--- src/spa_ram.sv ---
// generic simple dual-port ram with registered read
`timescale 1ns / 1ps
`default_nettype none
module spa_ram #(
  parameter int WIDTH = 8,
  parameter int DEPTH = 16
) (
  input  wire logic                     clk,
  input  wire logic                     wr_en,
  input  wire logic [$clog2(DEPTH)-1:0] wr_addr,
  input  wire logic [WIDTH-1:0]         wr_data,
  input  wire logic                     rd_en,
  input  wire logic [$clog2(DEPTH)-1:0] rd_addr,
  output logic      [WIDTH-1:0]         rd_data
);

  logic [WIDTH-1:0] mem [DEPTH];

  always_ff @(posedge clk) begin
    if (wr_en) begin
      mem[wr_addr] <= wr_data;
    end
    if (rd_en) begin
      rd_data <= mem[rd_addr];
    end
  end

endmodule
`default_nettype wire
--- config.mk ---
export PLATFORM = sky130hd
export DESIGN_NAME = spa_ram
export DESIGN_NICKNAME = d
export VERILOG_FILES = /design/src/spa_ram.sv
export SDC_FILE = /design/constraint.sdc
export NUM_CORES = 1
export LEC_CHECK = 0
export ABC_AREA = 1
export BUFFER_PORTS_ARGS = -buffer_cell sky130_fd_sc_hd__buf_2
export CAP_MARGIN = 10
export CORE_MARGIN = 5
export CORE_UTILIZATION = 30
export CTS_BUF_LIST = sky130_fd_sc_hd__clkbuf_8
export DETAILED_ROUTE_END_ITERATION = 10
export GPL_TIMING_DRIVEN = 0
export PLACE_DENSITY_LB_ADDON = 0.08
export SYNTH_ARGS = -nofsm -noshare
export SYNTH_HDL_FRONTEND = slang
export SYNTH_SLANG_ARGS = --single-unit
--- constraint.sdc ---
create_clock -name clk -period 1.95 [get_ports clk]
set_input_delay 0.195 -clock clk [delete_from_list [all_inputs] [get_ports clk]]
set_output_delay 0.195 -clock clk [all_outputs]
set_load 0.01 [all_outputs]
==> results of run 1 <==
-- routing by layer --
metal / wire length, um / global-route usage [%] / vias up / part of all wire [%]
li1: - / - / 1864 / -
met1: 8330 / 22.6 / 1833 / 51
met2: 7060 / 22.1 / 85 / 43
met4: 254 / 4.62 / 0 / 1.6
met5: 0 / 0 / - / 0
met3: 692 / 3.82 / 17 / 4.2
-- area by class of cell --
cell class | count | area share [%]
Buffer | 24 | 2.49
Clock buffer | 17 | 3.50
Clock inverter | 15 | 2.30
Inverter | 102 | 5.73
Multi-Input combinational cell | 289 | 18.2
Sequential cell | 136 | 61.1
Tap cell | 265 | 4.96
Timing Repair Buffer | 23 | 1.72
-- where the power goes --
part,switching [mW],internal [mW],total (mW)
sequential,0.0142,3.29,3.30
clock,1.18,1.13,2.31
combinational,0.326,0.123,0.449
total,1.52,4.54,6.07
-- state kept, by name, summed over array words and instances (netlist names) --
register and cells:
mem 128, rd_data 8
-- cell families (layout without fill, tap and decap cells) --
group	after synthesis	after routing	synth area share, %
DFF	136	136	69.8
and+or+nand+nor	289	289	20.8
buffers and inverters	126	181	9.39
-- placed cells by master, fill, tap and decap left out, types with 4 or more instances in the layout --
cell        synthesis  layout
buf_4               4       4
clkbuf_8            0      17
edfxtp_1          136     136
buf_6               6       6
clkinvlp_4          0       6
nand3_1            97      97
nor2_1             17      17
nand2_1           173     173
buf_2              13      36
inv_1             100     100
-- path summary, 6_finish.rpt --
check,end,cells after the start,from,slack (ns)
max,mem[5][4]$_DFFE_PP_,3,wr_addr[3],0.62
min reg2reg,rd_data[5]$_DFFE_PP_,6,mem[13][5]$_DFFE_PP_,0.80
min,rd_data[0]$_DFFE_PP_,1,rd_en,0.07
max reg2reg,rd_data[7]$_DFFE_PP_,6,mem[14][7]$_DFFE_PP_,0.76
-- critical path: cells and delay by family --
kind	cells	cell delay (ns)
simple gates	2	1.09
buf+inv	1	0.12
-- metrics by stage --
step                      instance area [um2]  setup slack [ns]  std cells  hold WS, ns
final                                    6680             0.619        871       0.0677
after floorplan                          5850             0.804        551        0.294
after global routing                     6680             0.585        871       0.0484
after detailed placement                 6290             0.125        839        0.535
after global placement                   6290             0.217        839        0.527
after CTS                                6680             0.606        871       0.0427
==> out/qor.csv, run 1 <==
metric,value,unit
CP Launch Type,input port,
syn_nets,570,
Post-synth EDFFs,136,
initial DRC count,274,
WL/cell,18.8,um
final core utilization,34.6,%
setup bufs post-CTS,0,
post-layout min period,1.33,ns
"count leader, synth",nand2_1,
DRC,0,
core area,0.0193,mm2
final net count,612,
Commonest cells post-synth,"nand2_1 (173), edfxtp_1 (136), inv_1 (100)",
Max IR drop VDD,0.408,mV
initial antenna violation count,0,
overall routed net length,16300,um
Clock Skew,0.00851,ns
largest net degree at the start of global routing,17,
clk buf depth,2,
Syn Inst Count,551,
worst min path class,input port to flip-flop,
WP data arrival,1.41,ns
DP Wirelength,10900,um
Via-to-Cell Ratio,4.36,
Power Total,6.07,mW
DRT antenna net count,0,
Placer Congestion,0.812,
FF/Latch Area,0.00408,mm2
Initial Util,30.2,%
final setup vio count,0,
"Slew Viols, Final",0,
CP Max Fanout,8,
sequential element share of the synthesized area,69.8,%
dominant cells by area after synthesis,"edfxtp_1 (70%), nand2_1 (11%), nand3_1 (8.3%), inv_1 (6.4%), buf_6 (1.2%)",
Synth Warn #,0,
post_cts resized,0,
ys async rst share,0,%
RSZ-0062 raised after global routing,no,
layout cells sized above 1,13.0,%
"Top FF cell, synth",edfxtp_1,
n_diodes,0,
"Hold-fix buffers, CTS",0,
TritonCTS Buffers,17,
Crit-path slowest cell,nor2_1,
leakage power of the design,2.80,nW
syn avg cell area,10.6,um2
Setup TNS,0,ns
area of the multi-input gates,0.00121,mm2
critical path class,input port to flip-flop,
fillers,1959,
Die Wd,150,um
Die Y,150,um
die area,0.0224,mm2
final hold violation count,0,
synth unique cells,11,
num ports,27,
synthesis-to-layout area growth,14.3,%
CP Data Required Time,2.03,ns
vias after detailed routing,3799,
Slew @ Worst Pin,1.07,ns
Yosys top cell by area,edfxtp_1,
"Cell Chain, Critical Path",buf_2 > nand3b_1 > nor2_1,
total grt overflow,0,
post-synth top area share,69.8,%
via count of the first global-routing pass,3668,
Slew headroom,28.7,%
maxcap violations,0,
Port Buffers,23,
Yosys reg bits,136,
CP endpoint kind,flip-flop,
Worst-Skew Late Latency,0.46,ns
Clock transition at path regs,0.08,ns
Tcrit/Tclk final,68.3,%
status,completed,
DRT Pass-1 Iters,4,
Total GRT Usage,15.2,%
TritonCTS clock tree,yes,
Power Dens Cells,908,mW/mm2
CTS Root Cell,clkbuf_8,
"slowest stage delay, CP",0.82,ns
level count of the clock H-tree,4,
f_max,751,MHz
first-pass GRT wire length,23800,um
mapped cell area,0.00585,mm2
clk sink count,136,
row count,51,
Note: power is estimated with default switching activity, not from simulation.
==> run 2: changes to the inputs <==
--- a/config.mk
+++ b/config.mk
@@ -5,7 +5,7 @@
 export SDC_FILE = /design/constraint.sdc
 export NUM_CORES = 1
 export LEC_CHECK = 0
-export ABC_AREA = 1
+export ABC_AREA = 0
 export BUFFER_PORTS_ARGS = -buffer_cell sky130_fd_sc_hd__buf_2
 export CAP_MARGIN = 10
 export CORE_MARGIN = 5
==> constraint.sdc (replaced) <==
create_clock -name clk -period 1.1 [get_ports clk]
set_input_delay 0.11 -clock clk [delete_from_list [all_inputs] [get_ports clk]]
set_output_delay 0.11 -clock clk [all_outputs]
set_load 0.01 [all_outputs]
==> out/qor.csv, run 2 <==
metric,value,unit,change
Clock Skew,0.00574,ns,-0.00277 ns
clk buf depth,2,,unchanged
final hold violation count,0,,unchanged
Yosys reg bits,136,,unchanged
maxcap violations,0,,unchanged
Max IR drop VDD,0.715,mV,+75%
area of the multi-input gates,0.00114,mm2,-6.3%
R2R depth,3,,-3
Comb pwr share,6.4,%,-1.0 points
Worst path depth,3,,unchanged
CP Launch Type,flip-flop,,
Switching Share,21.7,%,-3.4 points
critical path class,flip-flop to flip-flop,,
worst hold slack,0.0838,ns,+0.0161 ns
via count of the first global-routing pass,2515,,-31%
Initial Util,30.4,%,+0.19 points
WP data arrival,1.73,ns,+0.32 ns
worst setup path startpoint,mem[3][2]$_DFFE_PP_,,
Crit-path slowest cell,mux4_2,,
R2R Setup Slk,-0.44,ns,-1.20 ns
sequential element share of the synthesized area,78.1,%,+8.3 points
Placer Congestion,0.755,,-7.0%
Tcrit/Tclk final,140,%,
"commonest non-fill, non-tap cell in the layout",edfxtp_1,,
status,"complete, but fails checks",,
TritonCTS Buffers,17,,unchanged
CP endpoint kind,flip-flop,,
max FFs per register,128,,unchanged
Int Power,8.03,mW,+77%
initial DRC count,177,,-35%
Yosys top cell by area,edfxtp_1,,
first-pass GRT wire length,17000,um,-29%
post-route design area,0.00611,mm2,-8.5%
Die Y,142,um,-5.1%
DRT Pass-1 Iters,4,,unchanged
CP Max Fanout,1,,-7
leakage power of the design,1.93,nW,-31%
Worst-Skew Late Latency,0.44,ns,-0.02 ns
final net count,293,,-52%
final core utilization,35.6,%,+1.0 points
num ports,27,,unchanged
Slew @ Worst Pin,0.791,ns,-0.275 ns
biggest regs,"mem: 128 flops, rd_data: 8 flops",,
core area,0.0172,mm2,-11%
Commonest cells post-synth,"edfxtp_1 (136), mux4_2 (18), a22oi_1 (16)",,
Port Buffers,25,,+8.7%
"slowest stage delay, CP",0.51,ns,-0.31 ns
initial antenna violation count,0,,unchanged
DRC,0,,unchanged
row count,48,,-5.9%
"Top FF cell, synth",edfxtp_1,,
post-layout min period,1.54,ns,
CP Buf/Inv Count,0,,-1
vias after detailed routing,2383,,-37%
Via-to-Cell Ratio,4.65,,+6.7%
Power Dens Cells,1680,mW/mm2,+85%
clk sink count,136,,unchanged
Sw Pwr,2.22,mW,+46%
CP Data Required Time,1.29,ns,-0.74 ns
worst r2r src,mem[3][2]$_DFFE_PP_,,
"count leader, synth",edfxtp_1,,
overall routed net length,11300,um,-31%
sequential share of power,57.1,%,+2.7 points
most frequent cells in the layout,"edfxtp_1 (136), mux4_2 (32), buf_2 (28)",,
mapped cell area,0.00523,mm2,-11%
level count of the clock H-tree,4,,unchanged
dpl cells,479,,-43%
fin cells,512,,-41%
power share of the clock group,36.5,%,-1.6 points
ys async rst share,0,%,unchanged
Syn Inst Count,229,,-58%
synthesis-to-layout area growth,16.9,%,
r2r endpoint,rd_data[2]$_DFFE_PP_,,
setup bufs post-CTS,0,,unchanged
die area,0.0202,mm2,-9.9%
fillers,1664,,-15%
f_max,648,MHz,
"delay-heaviest family, CP",multiplexers,,
layout cells sized above 1,40.8,%,+28 points
DP Wirelength,7440,um,-31%
worst min path class,input port to flip-flop,,
synth unique cells,18,,+7
post-synth top area share,78.1,%,+8.3 points
RSZ-0062 raised after global routing,yes,,
Die Wd,142,um,-5.1%
Setup crit end,rd_data[2]$_DFFE_PP_,,
total grt overflow,0,,unchanged
Biggest register,mem,,
"Cell Chain, Critical Path",mux4_2 > a22oi_1 > nand2_1,,
Placement Cell Area,0.00567,mm2,-9.9%
"Slew Viols, Final",0,,unchanged
Synth Warn #,0,,unchanged
TritonCTS clock tree,yes,,
dominant cells by area after synthesis,"edfxtp_1 (78%), mux4_2 (7.8%), mux4_1 (7.0%), a22oi_1 (2.3%), nor2_1 (0.93%)",,
Slew headroom,47.1,%,+18 points
FF/Latch Area,0.00408,mm2,unchanged
syn avg cell area,22.8,um2,+120%
Clock transition at path regs,0.07,ns,about the same
final setup vio count,8,,+8
Total GRT Usage,12.2,%,-3.1 points
CTS Root Cell,clkbuf_8,,
WL/cell,22.1,um,+18%
largest net degree at the start of global routing,17,,unchanged
n_diodes,0,,unchanged
DRT antenna net count,0,,unchanged
final worst setup slack,-0.444,ns,-1.06 ns
syn_nets,248,,-56%
Post-synth EDFFs,136,,unchanged
failing checks,setup timing,,
## run 2: changes by cell type in the layout (fill, tap and decap cells not counted), sizes merged, moves of 3 or more
cell	previous run	this run
inv	104	3
nand2	173	9
a22oi	0	16
buf	47	32
clkdlybuf4s25	0	3
nor3	0	4
nor2	17	13
mux4	0	32
clkinvlp	6	0
clkinv	5	10
nand3	97	1
## run 2: through the flow
stage	setup slack [ns]	power, mW	setup TNS [ns]
final	-0.444	10.3	-2.98
after global routing	-0.465	10.7	-3.34
after CTS	-0.404	10.4	-3.01
after detailed placement	-0.599	6.61	-64.66
after global placement	-0.604	6.61	-64.84
after floorplan	-0.210	6.31	-2.82
## run 2: logic make-up after synthesis
family / Yosys count / synth area share (%)
DFF: 136 / 78.1
buffers and inverters: 10 / 1.65
muxes: 32 / 14.8
and+or+nand+nor: 35 / 3.14
AOI/OAI and AO/OA: 16 / 2.30
## run 2: per-layer routing
metal,GRT usage [%],part of all wire [%],up-vias
met1,16.6,47,1267
met3,3.26,3.6,14
met5,0,0,-
met4,4.85,1.5,0
met2,18.6,48,51
li1,-,-,1051
## run 2: final cells by class
cell class | instances | share of cell area (%)
multi-input cells | 83 | 18.6
clock buffers | 17 | 3.83
well taps | 225 | 4.61
clock inverters | 15 | 1.97
plain buffers | 10 | 1.97
repair buffers | 26 | 2.21
flip-flops and latches | 136 | 66.8
## run 2: worst min path at each step
stage / start / to / slack (ns) / depth (start not counted)
floorplan: wr_data[0] / mem[0][0]$_DFFE_PP_ / 0.21 / 0
global placement: rd_en / rd_data[6]$_DFFE_PP_ / 0.45 / 1
detailed placement: rd_en / rd_data[5]$_DFFE_PP_ / 0.45 / 1
CTS: wr_data[7] / mem[7][7]$_DFFE_PP_ / 0.06 / 1
global route: wr_data[7] / mem[6][7]$_DFFE_PP_ / 0.07 / 1
finish: wr_data[7] / mem[7][7]$_DFFE_PP_ / 0.08 / 1
## run 2: what timing repair did
action	in CTS	in global routing
pin swaps	3	3
endpoints found under the hold margin	8	0
gates resized for setup	19	2
gates cloned	0	0
hold buffers	1	0
endpoints found under the setup margin	81	30
## run 2: power by group through the flow
| stage | registers [mW] | clock network [mW] | logic, mW |
|---|---|---|---|
| after floorplan | 5.98 | 0 | 0.331 |
| after global placement | 5.97 | 0 | 0.636 |
| after detailed placement | 5.97 | 0 | 0.636 |
| after CTS | 5.86 | 3.84 | 0.670 |
| after global routing | 5.87 | 4.08 | 0.706 |
| final | 5.86 | 3.74 | 0.654 |
